$ cat src/design/assert_macros.svh
// Assertion macros shared by the servo pulse schedule builder.
`ifndef ASSERT_MACROS_SVH
`define ASSERT_MACROS_SVH

// Same-cycle implication, sampled on i_clk, disabled while i_rst_n is low.
`define ASSERT_IMPLIES(lbl, ante, cons, msg) \
    lbl: assert property (@(posedge i_clk) disable iff (!i_rst_n) (ante) |-> (cons)) \
        else $error(msg);

// Next-cycle implication, sampled on i_clk, disabled while i_rst_n is low.
`define ASSERT_NEXT(lbl, ante, cons, msg) \
    lbl: assert property (@(posedge i_clk) disable iff (!i_rst_n) (ante) |=> (cons)) \
        else $error(msg);

`endif

$ cat src/design/spsb_pkg.sv
// Types and constants shared by the servo pulse schedule builder.
package spsb_pkg;

    localparam int IDX_W     = 3;
    localparam int POS_W     = 8;
    localparam int PULSE_W   = 16;
    localparam int MASK_W    = 8;
    localparam int PROD_W    = 32;
    localparam int REM_W     = 8;

    localparam logic [REM_W:0]    DIVISOR  = 9'd255;
    localparam logic [MASK_W-1:0] ALL_HIGH = 8'hFF;

    typedef struct packed {
        logic [IDX_W-1:0]   servo_index;
        logic [POS_W-1:0]   position;
        logic [PULSE_W-1:0] min_pulse;
        logic [PULSE_W-1:0] max_pulse;
    } t_in_item;

    typedef struct packed {
        logic [PULSE_W-1:0] step_time;
        logic [MASK_W-1:0]  pin_mask;
        logic               is_last;
    } t_out_item;

    typedef struct packed {
        logic load;
        logic mul;
        logic div_step;
        logic update;
        logic sort_phase;
        logic scan_step;
        logic emit_last;
    } t_cmd;

    typedef struct packed {
        logic index_ok;
        logic emit_needed;
        logic out_free;
    } t_sts;

endpackage

$ cat src/design/servo_pulse_schedule_builder.sv
// Top level of the servo pulse schedule builder.
// Each input transaction sets one servo's pulse length from its position and calibration,
// re-sorts the channels by length and then streams the whole schedule, from time 0 upwards,
// one output transaction per distinct length, the last flagged by is_last. One item is
// worked on at a time: the next is not accepted until the last entry has been loaded into
// the output register, and an output stall holds the sequence. The steps are the multiply,
// a remainder-by-255 step, the cell update, one odd/even transposition phase per channel
// over the sorted cell row, one cell read per channel while the schedule is scanned out,
// the final entry and the return to idle. An item whose servo index is not below CHANNELS
// is taken without leaving idle and gives no output.
`include "assert_macros.svh"

module servo_pulse_schedule_builder #(
    parameter int CHANNELS = 8
) (
    input  logic                i_clk,
    input  logic                i_rst_n,
    input  logic                i_in_valid,
    output logic                o_in_stall,
    input  spsb_pkg::t_in_item  i_in_data,
    output logic                o_out_valid,
    input  logic                i_out_stall,
    output spsb_pkg::t_out_item o_out_data
);

    localparam int CH_W = (CHANNELS > 1) ? $clog2(CHANNELS) : 1;

    spsb_pkg::t_cmd  w_cmd;
    spsb_pkg::t_sts  w_sts;
    logic [CH_W-1:0] w_idx;
    logic            w_busy;
    logic            w_start;
    logic            w_out_load;
    logic            w_last_held;

    spsb_ctrl #(
        .CHANNELS (CHANNELS),
        .CH_W     (CH_W)
    ) u_ctrl (
        .i_clk      (i_clk),
        .i_rst_n    (i_rst_n),
        .i_in_valid (i_in_valid),
        .i_sts      (w_sts),
        .o_cmd      (w_cmd),
        .o_idx      (w_idx),
        .o_busy     (w_busy)
    );

    spsb_datapath #(
        .CHANNELS (CHANNELS),
        .CH_W     (CH_W)
    ) u_datapath (
        .i_clk       (i_clk),
        .i_rst_n     (i_rst_n),
        .i_cmd       (w_cmd),
        .i_idx       (w_idx),
        .i_in_data   (i_in_data),
        .i_out_stall (i_out_stall),
        .o_sts       (w_sts),
        .o_out_valid (o_out_valid),
        .o_out_data  (o_out_data)
    );

    assign o_in_stall = w_busy;

    assign w_start     = i_in_valid && !o_in_stall && w_sts.index_ok;
    assign w_out_load  = (w_cmd.scan_step && w_sts.emit_needed) || w_cmd.emit_last;
    assign w_last_held = o_out_valid && o_out_data.is_last;

    `ASSERT_NEXT(a_valid_item_busies, w_start, o_in_stall, "accepted transaction did not start")
    `ASSERT_IMPLIES(a_no_overwrite, w_out_load, w_sts.out_free, "output register overwritten")
    `ASSERT_NEXT(a_last_goes_idle, w_cmd.emit_last, !o_in_stall && w_last_held, "no idle after last")

endmodule

$ cat src/design/spsb_datapath.sv
// Datapath: pulse length arithmetic, divide by 255, sorted cell row, schedule output.
module spsb_datapath #(
    parameter int CHANNELS = 8,
    parameter int CH_W     = 3
) (
    input  logic                i_clk,
    input  logic                i_rst_n,
    input  spsb_pkg::t_cmd      i_cmd,
    input  logic [CH_W-1:0]     i_idx,
    input  spsb_pkg::t_in_item  i_in_data,
    input  logic                i_out_stall,
    output spsb_pkg::t_sts      o_sts,
    output logic                o_out_valid,
    output spsb_pkg::t_out_item o_out_data
);

    typedef struct packed {
        logic [CH_W-1:0]              ch;
        logic [spsb_pkg::PULSE_W-1:0] len;
    } t_cell;

    t_cell r_cells [CHANNELS];
    t_cell n_cells [CHANNELS];
    t_cell w_left  [CHANNELS];
    t_cell w_right [CHANNELS];
    logic [CHANNELS-1:0] w_swap;
    logic [CHANNELS-1:0] w_swap_left;

    logic [CH_W-1:0]              r_ch;
    logic [spsb_pkg::POS_W-1:0]   r_pos;
    logic [spsb_pkg::PULSE_W-1:0] r_lo;
    logic [spsb_pkg::PROD_W-1:0]  r_diff;
    logic [spsb_pkg::PROD_W-1:0]  r_work;
    logic [spsb_pkg::REM_W-1:0]   r_rem;
    logic [spsb_pkg::PULSE_W-1:0] r_cur_time;
    logic [spsb_pkg::MASK_W-1:0]  r_cur_mask;
    logic                         r_out_valid;
    spsb_pkg::t_out_item          r_out_data;

    logic [9:0]                   w_byte_sum;
    logic [spsb_pkg::REM_W:0]     w_fold;
    logic [spsb_pkg::REM_W-1:0]   w_rem;
    logic [spsb_pkg::PULSE_W-1:0] w_exact;
    logic [spsb_pkg::PULSE_W-1:0] w_quot;
    logic [spsb_pkg::PULSE_W-1:0] w_new_len;
    t_cell                        w_sel;
    logic [spsb_pkg::MASK_W-1:0]  w_bit;
    logic                         w_out_load;

    // odd/even transposition neighbours
    for (genvar p = 0; p < CHANNELS; p++) begin : g_nb
        if (p < CHANNELS - 1) begin : g_r
            localparam logic PAR = 1'(p % 2);
            assign w_right[p] = r_cells[p+1];
            assign w_swap[p]  = (i_idx[0] == PAR) && (r_cells[p].len > r_cells[p+1].len);
        end else begin : g_rn
            assign w_right[p] = r_cells[p];
            assign w_swap[p]  = 1'b0;
        end
        if (p > 0) begin : g_l
            assign w_left[p]      = r_cells[p-1];
            assign w_swap_left[p] = w_swap[p-1];
        end else begin : g_ln
            assign w_left[p]      = r_cells[p];
            assign w_swap_left[p] = 1'b0;
        end
    end

    // 256 is 1 modulo 255, so the byte sum keeps the remainder
    always_comb begin
        w_byte_sum = {2'b00, r_work[7:0]} + {2'b00, r_work[15:8]} +
                     {2'b00, r_work[23:16]} + {2'b00, r_work[31:24]};
        w_fold     = {1'b0, w_byte_sum[7:0]} + {7'b0, w_byte_sum[9:8]};
        w_rem      = (w_fold >= spsb_pkg::DIVISOR) ?
                     spsb_pkg::REM_W'(w_fold - spsb_pkg::DIVISOR) :
                     w_fold[spsb_pkg::REM_W-1:0];
    end

    // low quotient bits: exact multiple times the inverse of 255 modulo 2^16, i.e. -257
    always_comb begin
        w_exact = r_work[spsb_pkg::PULSE_W-1:0] - spsb_pkg::PULSE_W'(r_rem);
        w_quot  = -(w_exact + (w_exact << 8));
    end

    assign w_new_len = (r_pos == '0) ? '0 : r_lo + w_quot;

    always_comb begin
        for (int k = 0; k < CHANNELS; k++) begin
            n_cells[k] = r_cells[k];
            if (i_cmd.update) begin
                if (r_cells[k].ch == r_ch) begin
                    n_cells[k].len = w_new_len;
                end
            end else if (i_cmd.sort_phase) begin
                if (w_swap[k]) begin
                    n_cells[k] = w_right[k];
                end else if (w_swap_left[k]) begin
                    n_cells[k] = w_left[k];
                end
            end
        end
    end

    always_comb begin
        w_sel = r_cells[i_idx];
        w_bit = '0;
        if (32'(w_sel.ch) < spsb_pkg::MASK_W) begin
            w_bit = spsb_pkg::MASK_W'(1) << w_sel.ch;
        end
    end

    assign o_sts.index_ok    = (32'(i_in_data.servo_index) < CHANNELS);
    assign o_sts.emit_needed = (w_sel.len != r_cur_time);
    assign o_sts.out_free    = !r_out_valid || !i_out_stall;

    assign w_out_load = (i_cmd.scan_step && o_sts.emit_needed) || i_cmd.emit_last;

    always_ff @(posedge i_clk) begin
        if (!i_rst_n) begin
            for (int k = 0; k < CHANNELS; k++) begin
                r_cells[k].ch  <= CH_W'(k);
                r_cells[k].len <= '0;
            end
            r_out_valid <= 1'b0;
        end else begin
            r_cells <= n_cells;
            if (w_out_load) begin
                r_out_valid <= 1'b1;
            end else if (!i_out_stall) begin
                r_out_valid <= 1'b0;
            end
        end
    end

    always_ff @(posedge i_clk) begin
        if (i_cmd.load) begin
            r_ch   <= CH_W'(i_in_data.servo_index);
            r_pos  <= i_in_data.position;
            r_lo   <= i_in_data.min_pulse;
            r_diff <= spsb_pkg::PROD_W'(i_in_data.max_pulse) -
                      spsb_pkg::PROD_W'(i_in_data.min_pulse);
        end
        if (i_cmd.mul) begin
            r_work <= spsb_pkg::PROD_W'(spsb_pkg::PROD_W'(r_pos) * r_diff);
        end
        if (i_cmd.div_step) begin
            r_rem <= w_rem;
        end
        if (i_cmd.update) begin
            r_cur_time <= '0;
            r_cur_mask <= spsb_pkg::ALL_HIGH;
        end
        if (i_cmd.scan_step) begin
            if (o_sts.emit_needed) begin
                r_cur_time <= w_sel.len;
            end
            r_cur_mask <= r_cur_mask & ~w_bit;
        end
        if (i_cmd.scan_step && o_sts.emit_needed) begin
            r_out_data.step_time <= r_cur_time;
            r_out_data.pin_mask  <= r_cur_mask;
            r_out_data.is_last   <= 1'b0;
        end else if (i_cmd.emit_last) begin
            r_out_data.step_time <= r_cur_time;
            r_out_data.pin_mask  <= r_cur_mask;
            r_out_data.is_last   <= 1'b1;
        end
    end

    assign o_out_valid = r_out_valid;
    assign o_out_data  = r_out_data;

endmodule

$ cat src/design/spsb_ctrl.sv
// Controller: sequences multiply, divide, cell update, sort phases and schedule scan.
module spsb_ctrl #(
    parameter int CHANNELS = 8,
    parameter int CH_W     = 3
) (
    input  logic            i_clk,
    input  logic            i_rst_n,
    input  logic            i_in_valid,
    input  spsb_pkg::t_sts  i_sts,
    output spsb_pkg::t_cmd  o_cmd,
    output logic [CH_W-1:0] o_idx,
    output logic            o_busy
);

    typedef enum logic [2:0] {
        S_IDLE,
        S_MUL,
        S_DIV,
        S_UPD,
        S_SORT,
        S_SCAN,
        S_LAST
    } t_state;

    localparam logic [CH_W-1:0] LAST_IDX = CH_W'(CHANNELS - 1);

    t_state          r_state;
    logic [CH_W-1:0] r_cnt;

    always_comb begin
        o_cmd            = '0;
        o_cmd.load       = (r_state == S_IDLE) && i_in_valid;
        o_cmd.mul        = (r_state == S_MUL);
        o_cmd.div_step   = (r_state == S_DIV);
        o_cmd.update     = (r_state == S_UPD);
        o_cmd.sort_phase = (r_state == S_SORT);
        o_cmd.scan_step  = (r_state == S_SCAN) && !(i_sts.emit_needed && !i_sts.out_free);
        o_cmd.emit_last  = (r_state == S_LAST) && i_sts.out_free;
    end

    assign o_idx  = r_cnt;
    assign o_busy = (r_state != S_IDLE);

    always_ff @(posedge i_clk) begin
        if (!i_rst_n) begin
            r_state <= S_IDLE;
            r_cnt   <= '0;
        end else begin
            case (r_state)
                S_IDLE: begin
                    if (i_in_valid && i_sts.index_ok) begin
                        r_state <= S_MUL;
                    end
                end
                S_MUL: begin
                    r_state <= S_DIV;
                end
                S_DIV: begin
                    r_state <= S_UPD;
                end
                S_UPD: begin
                    r_cnt   <= '0;
                    r_state <= S_SORT;
                end
                S_SORT: begin
                    if (r_cnt == LAST_IDX) begin
                        r_cnt   <= '0;
                        r_state <= S_SCAN;
                    end else begin
                        r_cnt <= r_cnt + 1'b1;
                    end
                end
                S_SCAN: begin
                    if (o_cmd.scan_step) begin
                        if (r_cnt == LAST_IDX) begin
                            r_state <= S_LAST;
                        end else begin
                            r_cnt <= r_cnt + 1'b1;
                        end
                    end
                end
                S_LAST: begin
                    if (i_sts.out_free) begin
                        r_state <= S_IDLE;
                    end
                end
                default: begin
                    r_state <= S_IDLE;
                end
            endcase
        end
    end

endmodule
$ cat config.mk
export PLATFORM = sky130hd
export DESIGN_NAME = servo_pulse_schedule_builder
export DESIGN_NICKNAME = d
export VERILOG_FILES = /design/src/design/spsb_pkg.sv /design/src/design/servo_pulse_schedule_builder.sv /design/src/design/spsb_datapath.sv /design/src/design/spsb_ctrl.sv
export VERILOG_INCLUDE_DIRS = /design/src /design/src/design
export SDC_FILE = /design/constraint.sdc
export NUM_CORES = 1
export LEC_CHECK = 0
export BUFFER_PORTS_ARGS = -buffer_cell sky130_fd_sc_hd__clkbuf_2
export CAP_MARGIN = 20
export CELL_PAD_IN_SITES_DETAIL_PLACEMENT = 1
export CELL_PAD_IN_SITES_GLOBAL_PLACEMENT = 1
export CORE_MARGIN = 2
export CORE_UTILIZATION = 50
export DETAILED_ROUTE_END_ITERATION = 8
export GPL_ROUTABILITY_DRIVEN = 0
export HOLD_SLACK_MARGIN = 0.03
export MAX_ROUTING_LAYER = met4
export PLACE_DENSITY = 0.91
export SLEW_MARGIN = 20
export SYNTH_ARGS = -nofsm -noshare
export SYNTH_HDL_FRONTEND = slang
export SYNTH_SLANG_ARGS = --single-unit
export TNS_END_PERCENT = 50
$ cat constraint.sdc
create_clock -name i_clk -period 7.35 [get_ports i_clk]
set_input_delay 0.3675 -clock i_clk [delete_from_list [all_inputs] [get_ports i_clk]]
set_output_delay 0.3675 -clock i_clk [all_outputs]
set_load 0.05 [all_outputs]
# == Word-level counts from Yosys, hierarchy flattened ==
# Cells that the tools add are included.
# totals
ff_bits,307
input_bits,47
output_inout_bits,27
word_cells,207
# classes
n_addsub,11
mul,1
n_lt_le_gt_ge,9
n_eq_ne,31
shifts,1
muxes,62
n_bitwise,5
n_reduce_logical,57
# ops
operator,count
16-bit two-way mux,30
19-bit two-way mux,14
16-bit greater-than comparator,7
19-bit binary-select mux with 3-bit select,1
3-bit AND reduction,17
25-bit two-way mux,2
16-bit adder,2
8-bit by 32-bit multiplier with 32-bit output,1
3-bit equality test,8
3-bit two-way mux,8
8-bit two-way mux,3
3-bit nonzero test,8
2-bit by 1-bit inequality test with 1-bit output (second input constant),11
2-bit nonzero test,11
3-bit case mux with 7 select lines,1
10-bit by 8-bit adder with 10-bit output,2
16-bit by 16-bit subtractor with 17-bit output,1
16-bit inequality test,1
16-bit negation,1
16-bit by 8-bit subtractor with 16-bit output,1
3-bit equality test (second input constant),4
1-bit logical AND,12
8-bit by 2-bit adder with 9-bit output,1
8-bit by 8-bit adder with 9-bit output,1
other kinds (19),29

# == Logic depth before layout (Yosys ltp) ==
# Gate-level depths: netlist (run 1).
# depth
ltp_word,11
depth_mapped,24
mapped_depth_nobuf,24

# == Cells and area by module ==
# A second synthesis (run 1) with hierarchy kept.
# hier_totals
hier_cells,2693
area_unflattened_um2,24300.8
# modules_own_cells
module,instances,cells_per_inst,area_each_um2,seq_area_each_um2
spsb_datapath,1,2642,23887.9,6886.6
spsb_ctrl,1,51,412.9,120.1

# == Least setup slack after synthesis (run 1) ==
# OpenSTA, ideal clock, no wires.
# synth_timing
path_type,register -> register
startpoint,register u_datapath.r_pos[5] in the netlist's numbering
endpoint,"register u_datapath.r_work[25] in the netlist's numbering, data pin"
setup_ps,146
arrival_ps,5204
path_slack_ps,2000
path_stages_with_launch,18
path_buffers,2
period_less_slack_ps,5350
path_cell_list,edfxtp_1 clkbuf_1 clkbuf_1 nand2_1 fa_1 inv_1 fa_1 fa_1 fa_1 ha_1 a21o_1 a21o_1 a21oi_1 a31oi_1 o41ai_1 nor2_1 or3b_2 a21oi_1
# synth_between
elab_chain_len,1
# synth_rtl
element,line_no,rtl
from (decl),spsb_datapath.sv:30,logic [spsb_pkg::POS_W-1:0] r_pos;
from (signal assigned),spsb_datapath.sv:138,r_pos <= i_in_data.position;
8-bit by 32-bit multiplier with 32-bit output,spsb_datapath.sv:144,r_work <= spsb_pkg::PROD_W'(spsb_pkg::PROD_W'(r_pos) * r_diff);
to (signal assigned),spsb_datapath.sv:144,
to (decl),spsb_datapath.sv:33,logic [spsb_pkg::PROD_W-1:0] r_work;
# No other way between the ends.
# A chain may end at the register's enable or synchronous reset.

# == Final worst setup path (run 1) ==
# layout_timing
startpoint,register u_datapath.r_pos[6] in the netlist's numbering
endpoint,"register u_datapath.r_work[25] in the netlist's numbering, data pin"
# The elaborated chain is that of the path after synthesis.

==> results.txt, run 1 <==
The run finished with clean final reports. Counting flops and latches in the post-synthesis netlist gives 292. The slew of the pin with the lowest slew margin is between 1000 and 1500 ps. The path category of the worst min-delay check is primary input to flip-flop.

By area the synthesized netlist is led by sky130_fd_sc_hd__dfxtp_1 14%, sky130_fd_sc_hd__edfxtp_1 14%, sky130_fd_sc_hd__fa_1 11%, sky130_fd_sc_hd__ha_1 11%, sky130_fd_sc_hd__inv_1 5.2%. Counting the buffers created by CTS gives 36. The count of nets left with antenna violations after detail routing is 0. The share of synthesized flip-flops with an asynchronous set or reset is 0. STA classifies the critical path startpoint as a flip-flop. The number of distinct library cells after synthesis came out at 78.

Of the post-synthesis cell area, the dominant cell type holds 0.144. Across the routed clock network, the largest skew measured is about 34 ps. The total iterations of the first detailed-routing run is 6. The chip width came out at 225 um.

The most used flip-flop cell after synthesis is sky130_fd_sc_hd__dfxtp_1. The largest net degree at the start of global routing came out at about 80. The via count is 22800. The clock tree buffer depth came out at 3. The maximum fanout along the worst path came out at 18. The total area inside the core boundary comes to 0.0486 mm2. In this run the critical register-to-register path is launched from u_datapath.r_pos[6]. The post-DP HPWL came out at 64400 um. Counting I/O delays and the setup requirement, the final critical path takes 6340 ps. The detailed-route vias per instance is 6.69. The final number of hold-violating endpoints was 0. The total DRC errors in the routed layout is 0. The overall fraction of global-route tracks in use is 0.377. The total wire length is 93600 um. The count of H-tree levels built during CTS is 2. Setup slack on the worst reg-to-reg path comes out at 1010 ps. Yosys mapped a number of flops with a built-in enable equal to approximately 120. In this run the critical register-to-register path is captured at u_datapath.r_work[25]. Synthesis handed over a netlist of 2718 instances. The clock latency reported for the late side of the worst-skew pair came out at 580 ps.

Setup violations remaining at the end of the flow were counted as 0. Of the cells placed in the final design, the portion with a size suffix greater than 1 is 0.0844. The post-synth design cell area came out at 0.0245 mm2. The number of primary I/O pins came out at 74. The overflow left after global routing came out at 0. The number of nets produced by synthesis came out at 3117. The max-slew violation count is 0. The startpoint identified for the worst hold timing path is i_in_data[16]. The library cell with the largest summed area after synthesis is sky130_fd_sc_hd__dfxtp_1.

The floorplan step defined a die boundary enclosing just over 0.05 mm2. In this run the worst setup path begins at u_datapath.r_pos[6]. Clock-pin slew was measured on the worst setup and hold paths at 60 ps. The number of global-route vias before repair is 24800.

In this run the vertical extent of the chip is 225 um. The quantity of gates resized following cts is 0. STA classifies the critical path endpoint as a flip-flop. The count of cells along the worst register-to-register path is 15. The number of max-cap violations is 0. Measured against its own limit, the worst slew margin works out to 0.205. The sequential element share of the synthesized area is 0.286. The required time of the critical path is 7740 ps. The highest clock frequency the design can meet is 0.158 GHz. The setup TNS after final layout came out at 0 ps. The post-CTS setup buffer count came out at 0.

The hold buffer count at cts came out at 18. The last element of the critical path is u_datapath.r_work[25]. TritonCTS built the clock tree. The wire length of the first global-routing pass came out at 144000 um.

The arrival time at the worst endpoint came out at 6730 ps. The wire length per cell after detailed routing came out at 27.5 um. In this run the core area contains 81 standard-cell rows.

Setup repair after global routing left no endpoint under its margin. The post-route fraction of the period consumed by the critical path is 0.862. The Yosys step of the flow raised 0 warnings. The average size of a mapped cell came out at roughly 9.0 um2. The effective utilization at floorplan is 0.503. The tree is rooted in a sky130_fd_sc_hd__clkbuf_16.

The number of antenna violations at the first check in global routing is 2. The critical path in this run is classified as flip-flop to flip-flop. The layout-stage area growth over the synthesis result is 9.34%. The number of design-rule violations left by the first detailed-router iteration came out at 1977. The count of input and output buffers came out at 73. The total number of nets in the final design came out at 3155.

The total clock sinks is 292.
registers in the layout, indices dropped and copies added, names as in the netlist:
| signal | cells |
|---|---|
| u_ctrl.o_idx | 3 |
| u_ctrl.r_state | 3 |
| u_datapath.o_out_data | 25 |
| u_datapath.o_out_valid | 1 |
| u_datapath.r_cells | 152 |
| u_datapath.r_ch | 3 |
| u_datapath.r_cur_mask | 8 |
| u_datapath.r_cur_time | 16 |
| u_datapath.r_diff | 17 |
| u_datapath.r_lo | 16 |
| u_datapath.r_pos | 8 |
| u_datapath.r_rem | 8 |
| u_datapath.r_work | 32 |
layout by cell type, fill, tap and decap left out, types with 57 or more instances in the layout:
| cell | instances |
|---|---|
| sky130_fd_sc_hd__a21oi_1 | 113 |
| sky130_fd_sc_hd__a311oi_1 | 57 |
| sky130_fd_sc_hd__and2_1 | 94 |
| sky130_fd_sc_hd__clkbuf_2 | 73 |
| sky130_fd_sc_hd__dfxtp_1 | 174 |
| sky130_fd_sc_hd__edfxtp_1 | 116 |
| sky130_fd_sc_hd__fa_1 | 136 |
| sky130_fd_sc_hd__ha_1 | 216 |
| sky130_fd_sc_hd__inv_1 | 340 |
| sky130_fd_sc_hd__mux2i_1 | 99 |
| sky130_fd_sc_hd__nand2_1 | 289 |
| sky130_fd_sc_hd__nand3_1 | 62 |
| sky130_fd_sc_hd__nor2_1 | 155 |
| sky130_fd_sc_hd__o21ai_0 | 182 |
| sky130_fd_sc_hd__xnor2_1 | 65 |
metrics by stage:
stage                     cell area [um2]  hold WS, ps  cells  setup WS [ps]  utilization
after floorplan                     24500          462   2718           2000            -
after global placement              25400          452   3321           1630        0.522
after detailed placement            25400          466   3321           1190        0.522
after CTS                           26700         30.1   3404           1110        0.550
after global routing                26800         49.0   3407            809        0.550
final                               26800         37.4   3407           1010        0.550
per-layer routing:
| layer | GRT usage | up-vias | share of wire |
|---|---|---|---|
| met3 | 0.0756 | 513 | 0.084 |
| met4 | 0.259 | 0 | 0.076 |
| met1 | 0.411 | 11300 | 0.36 |
| li1 | - | 9566 | - |
| met2 | 0.623 | 1385 | 0.48 |
| met5 | - | - | 0 |
cells in the mapped netlist (8+ instances only):
library cell                 n
sky130_fd_sc_hd__nand2_1   289
sky130_fd_sc_hd__mux4_2     26
sky130_fd_sc_hd__a21o_1     53
sky130_fd_sc_hd__o41ai_1     9
sky130_fd_sc_hd__buf_2       9
sky130_fd_sc_hd__a311oi_1   57
sky130_fd_sc_hd__nor3_1     21
sky130_fd_sc_hd__inv_1     340
sky130_fd_sc_hd__nor2_1    156
sky130_fd_sc_hd__nand4_1    18
sky130_fd_sc_hd__buf_1      14
sky130_fd_sc_hd__and3_1     15
sky130_fd_sc_hd__clkbuf_1   91
sky130_fd_sc_hd__dfxtp_1   176
sky130_fd_sc_hd__ha_1      216
sky130_fd_sc_hd__o21bai_1   12
sky130_fd_sc_hd__o21ai_0   182
sky130_fd_sc_hd__o31a_1      8
sky130_fd_sc_hd__nand2b_1   12
sky130_fd_sc_hd__edfxtp_1  116
sky130_fd_sc_hd__nor2b_1    14
sky130_fd_sc_hd__a211oi_1   27
sky130_fd_sc_hd__or3_1      13
sky130_fd_sc_hd__nand3_1    62
sky130_fd_sc_hd__and4_1      9
sky130_fd_sc_hd__mux2i_1    99
sky130_fd_sc_hd__fa_1      136
sky130_fd_sc_hd__o31ai_1    11
sky130_fd_sc_hd__a21oi_1   115
sky130_fd_sc_hd__xnor2_1    65
sky130_fd_sc_hd__a31oi_1    45
sky130_fd_sc_hd__o21a_1     19
sky130_fd_sc_hd__mux2_2     23
sky130_fd_sc_hd__o211ai_1   18
sky130_fd_sc_hd__nor4_1      9
sky130_fd_sc_hd__a22oi_1     8
sky130_fd_sc_hd__and2_1     94
sky130_fd_sc_hd__xor2_1     45
critical path, cell delays in order, from the launching register on:
cell,delay [ps]
sky130_fd_sc_hd__edfxtp_1,800
sky130_fd_sc_hd__nand2_1,190
sky130_fd_sc_hd__fa_1,550
sky130_fd_sc_hd__inv_1,70
sky130_fd_sc_hd__fa_1,540
sky130_fd_sc_hd__fa_1,530
sky130_fd_sc_hd__fa_1,490
sky130_fd_sc_hd__ha_1,420
sky130_fd_sc_hd__a21o_1,190
sky130_fd_sc_hd__a21o_1,190
sky130_fd_sc_hd__a21oi_1,320
sky130_fd_sc_hd__a31oi_1,190
sky130_fd_sc_hd__o41ai_1,830
sky130_fd_sc_hd__nor2_1,180
sky130_fd_sc_hd__or3b_2,480
sky130_fd_sc_hd__a21oi_1,170
cell type report:
class                           count  area (um2)
Inverter                          341        1280
Clock inverter                     15         115
Multi-Input combinational cell   1966       15800
Clock buffer                       50        1060
Tap cell                          622         778
Antenna cell                        2        5.00
Fill cell                        5591       21900
Sequential cell                   292        7010
Timing Repair Buffer              119         753
cell families (layout without fill, tap and decap cells):
group | Yosys count | count (layout) | share of synthesized area
flops | 292 | 292 | 0.286
compound gates | 622 | 622 | 0.165
xor+xnor | 110 | 110 | 0.0394
mux | 148 | 148 | 0.0750
fa+ha+maj | 352 | 352 | 0.222
buf+inv | 460 | 525 | 0.0723
simple gates | 734 | 734 | 0.140
other cells | 0 | 2 | 0
worst min-delay path by stage:
| stage | to | slack (ps) | cells after the start |
|---|---|---|---|
| final | u_datapath.r_lo[0] | 40 | 1 |
| after detailed placement | u_datapath.o_out_data[0] | 470 | 1 |
| after global placement | u_datapath.o_out_data[0] | 450 | 1 |
| after floorplan | u_datapath.r_cur_time[11] | 460 | 2 |
| after CTS | u_datapath.r_lo[1] | 30 | 1 |
| after global routing | u_datapath.r_lo[0] | 50 | 1 |
Power of run 1 is not shown: default switching activity piles up to over one toggle a cycle in this logic, so the estimate is an artifact.
==> run 2: changes to the inputs <==
ABC_AREA = 1   (was not set)
CORE_MARGIN = 3   (was 2)
CORE_UTILIZATION = 48   (was 50)
SETUP_SLACK_MARGIN = 0.4   (was not set)
==> run 2 against run 1 <==
Synthesized cell count is 25% higher. Critical path depth is 2 higher. Wire length is 0.26% lower. Area after synthesis is 1.7% higher. Critical path type unchanged. Largest cell class unchanged. Sequential share of layout area is 0.36 points lower. Core utilization is 1.5 points lower. Maximum frequency is 14% higher. Via count is 8.6% higher.
==> results.txt, run 2 <==
Ranked by total cell area, the synthesized netlist is headed by sky130_fd_sc_hd__dfxtp_1 14%, sky130_fd_sc_hd__edfxtp_1 14%, sky130_fd_sc_hd__fa_1 11%, sky130_fd_sc_hd__ha_1 11%, sky130_fd_sc_hd__nand2_1 11%. The register with the most flip-flops in the final layout is u_datapath.r_cells. The arrival time at the worst endpoint came out at between 5000 and 6000 ps. The sequential element share of the synthesized area is 0.282. Global routing finished with a remaining overflow of 0. The sequential standard cell area came out at 0.00701 mm2. In this run the worst hold path is classified as primary input to flip-flop. The number of max-cap violations is 0. The slew of the pin with the lowest slew margin came out at 1070 ps. The worst clock skew came out at between 30 and 40 ps. The post-CTS setup buffer count is 0. Setup repair after global routing left no endpoint under its margin.

The count of input and output buffers came out at between 70 and 80. The number of global-route vias before repair came to 26000. The number of rows in the core area is around 80. The number of synthesized register bits came out at 292. The longest clock path from root to sink contains 3 buffers. The wire length of the first global-routing pass is 146000 um.

The maximum fanout along the worst path came out at 18. The total wire length came out at 93300 um. The biggest area contributor in the post-synthesis netlist is sky130_fd_sc_hd__dfxtp_1. The layout-stage area growth over the synthesis result came out at 9.03%. The number of warnings printed during yosys synthesis is 0.

The die height is 234 um. The total core area is slightly above 0.05 mm2. The die is 234 um wide.

The most used flip-flop cell after synthesis is sky130_fd_sc_hd__dfxtp_1. For this block, the initial DRC count from the detailed router was 2138. Counting the fill cells in the layout gives between 6000 and 7000. The worst setup path is launched from a flip-flop. The most numerous cell in the Yosys netlist is sky130_fd_sc_hd__nand2_1. The clock tree synthesis step divided the H-tree into 2 levels.

STA classifies the critical path endpoint as a flip-flop. Ranked by instance count, the synthesized netlist is headed by 711 x sky130_fd_sc_hd__nand2_1, 562 x sky130_fd_sc_hd__inv_1, 284 x sky130_fd_sc_hd__a21oi_1, 268 x sky130_fd_sc_hd__o21ai_0, 216 x sky130_fd_sc_hd__ha_1. The count of cells along the worst hold path came out at 1. The register-to-register setup slack is 1790 ps.

The clock period minus final worst setup slack is 5560 ps. The max-slew violation count came out at 0. The total iterations of the first detailed-routing run came out at 6.

For this run, design rule violations remaining after detail routing come to 0. The CTS buffer count came out at 36. The number of nets produced by synthesis came out at 3795. The average size of a mapped cell is 7.32 um2. The detailed-route vias per instance is 6.02. The flow ran to the end, and the final reports show no timing, DRC or antenna violations. In the final layout, the multi-input gates occupy 0.0151 mm2. The count of mapped cells out of synthesis came out at 3396. Leaving out fill and tap cells, the most frequent cell in the layout is sky130_fd_sc_hd__nand2_1.

The worst register-to-register path ends at u_datapath.r_work[24]. Data on the critical path is required at its endpoint by roughly 7600 ps. The share of synthesized flip-flops with an asynchronous set or reset is 0.

The critical path in this run is classified as flip-flop to flip-flop. The setup TNS after final layout is 0 ps. The final number of hold-violating endpoints was 0. The cell at the root of the clock tree is sky130_fd_sc_hd__clkbuf_16.

The startpoint identified for the worst register-to-register timing path is u_datapath.r_pos[7]. Synthesis instantiated 52 different standard cells from the library. Of the cells placed in the final design, the portion with a size suffix greater than 1 is 0.0556.

For hold timing, the worst endpoint is u_datapath.r_lo[0]. The count of cells along the worst register-to-register path came out at 17. Measured against its own limit, the worst slew margin works out to 0.283. Clock-pin slew was measured on the worst setup and hold paths at around 70 ps. The number of flops mapped to enable cells by yosys is 116. CTS saw 292 sinks. The via count came out at 24700. The number of flip-flops under the largest register name is 152. The total number of nets in the final design came out at 3806. TritonCTS built the clock tree.

For this configuration, the core starts out at a cell density of 0.491. Setup violations remaining at the end of the flow were counted as 0. The count of nets left with antenna violations after detail routing is 0. The number of primary I/O pins came out at 74. Static timing analysis puts the maximum clock frequency at ~0.18 GHz. The post-DP HPWL came out at 64100 um. The overall fraction of global-route tracks in use is 0.352. The largest net degree at the start of global routing came out at 90. The startpoint identified for the worst hold timing path is i_in_data[16]. The post-synth design cell area came out at 0.0249 mm2. The library cells used most frequently in the layout, excluding fill and tap cells, are 711 x sky130_fd_sc_hd__nand2_1, 562 x sky130_fd_sc_hd__inv_1, 284 x sky130_fd_sc_hd__a21oi_1.

The number of antenna violations at the first check in global routing is 2. The share of the synthesized area in the top cell type came out at 0.142. The clock latency reported for the late side of the worst-skew pair came out at 580 ps. The die covers ~0.055 mm2. In the final routed layout, each cell accounts on average for roughly 23 um. Dividing the final minimum period by the clock period gives 0.757.
run 2: cell count changes after synthesis, sizes merged, moves of 23 or more:
| cell | change |
|---|---|
| nand2 | +423 |
| inv | +242 |
| o21ai | +171 |
| a21oi | +168 |
| nand3 | +143 |
| mux2i | -99 |
| and2 | -93 |
| a311oi | -57 |
| nor2 | +53 |
| a21o | -46 |
| xnor2 | -27 |
| mux4 | -26 |
| buf | +24 |
| mux2 | -23 |
run 2: how the worst max path moves through the flow:
stage | to | startpoint
CTS | u_datapath.r_work[21] | u_datapath.r_pos[7]
global placement | u_datapath.r_rem[1] | u_datapath.r_work[8]
global route | u_datapath.r_rem[0] | u_datapath.r_work[8]
detailed placement | u_datapath.r_work[24] | u_datapath.r_pos[7]
finish | u_datapath.r_work[24] | u_datapath.r_pos[7]
floorplan | u_datapath.r_rem[1] | u_datapath.r_work[8]
run 2: stage by stage:
step	setup WS, ps	cell area (um2)	cells	hold WS [ps]	util
2_1_floorplan	2650	24900	3396	459	-
3_3_place_gp	2320	25600	4018	454	0.506
3_5_place_dp	2090	25600	4018	463	0.506
4_1_cts	1940	27100	4107	30.1	0.535
5_1_grt	1510	27100	4109	78.1	0.535
6_report	1790	27100	4109	66.9	0.535
run 2: per-layer routing:
layer	global-route usage	vias to the layer above	wire length, um
met5	-	-	0
met4	0.155	0	4710
met3	0.0605	357	7390
met2	0.574	1215	44000
met1	0.429	12100	37200
li1	-	11000	-
run 2: layout make-up:
cell class | count | share of cell area
Inverter | 586 | 0.0811
Clock buffer | 40 | 0.0353
Sequential cell | 292 | 0.258
Timing Repair Buffer | 120 | 0.0287
Tap cell | 672 | 0.0310
Multi-Input combinational cell | 2371 | 0.555
Clock inverter | 26 | 0.0101
Antenna cell | 2 | 0.000185
run 2: kinds of logic after synthesis:
logic type      after synthesis  synth area share
compound gates              749             0.160
fa+ha+maj                   352             0.218
xor+xnor                     83            0.0298
simple gates               1187             0.196
buf+inv                     733             0.114
flops                       292             0.282
run 2: timing repair:
action / CTS / global route
hold buffers: 23 / 0
endpoints found under the hold margin: 23 / 0
resized for setup: 0 / 0
run 2: worst max-delay path: stages (launching register included):
cell	delay (ps)
sky130_fd_sc_hd__edfxtp_1	850
sky130_fd_sc_hd__nand2_1	230
sky130_fd_sc_hd__fa_1	580
sky130_fd_sc_hd__fa_1	560
sky130_fd_sc_hd__inv_1	60
sky130_fd_sc_hd__fa_1	500
sky130_fd_sc_hd__fa_1	490
sky130_fd_sc_hd__ha_1	370
sky130_fd_sc_hd__a21oi_1	200
sky130_fd_sc_hd__o21ai_0	170
sky130_fd_sc_hd__nand2_1	120
sky130_fd_sc_hd__nand3_1	120
sky130_fd_sc_hd__nand2_1	100
sky130_fd_sc_hd__o211ai_1	150
sky130_fd_sc_hd__a21oi_1	390
sky130_fd_sc_hd__inv_1	100
sky130_fd_sc_hd__a21oi_1	200
sky130_fd_sc_hd__xnor2_1	80
Power of run 2 is left out for the same reason.
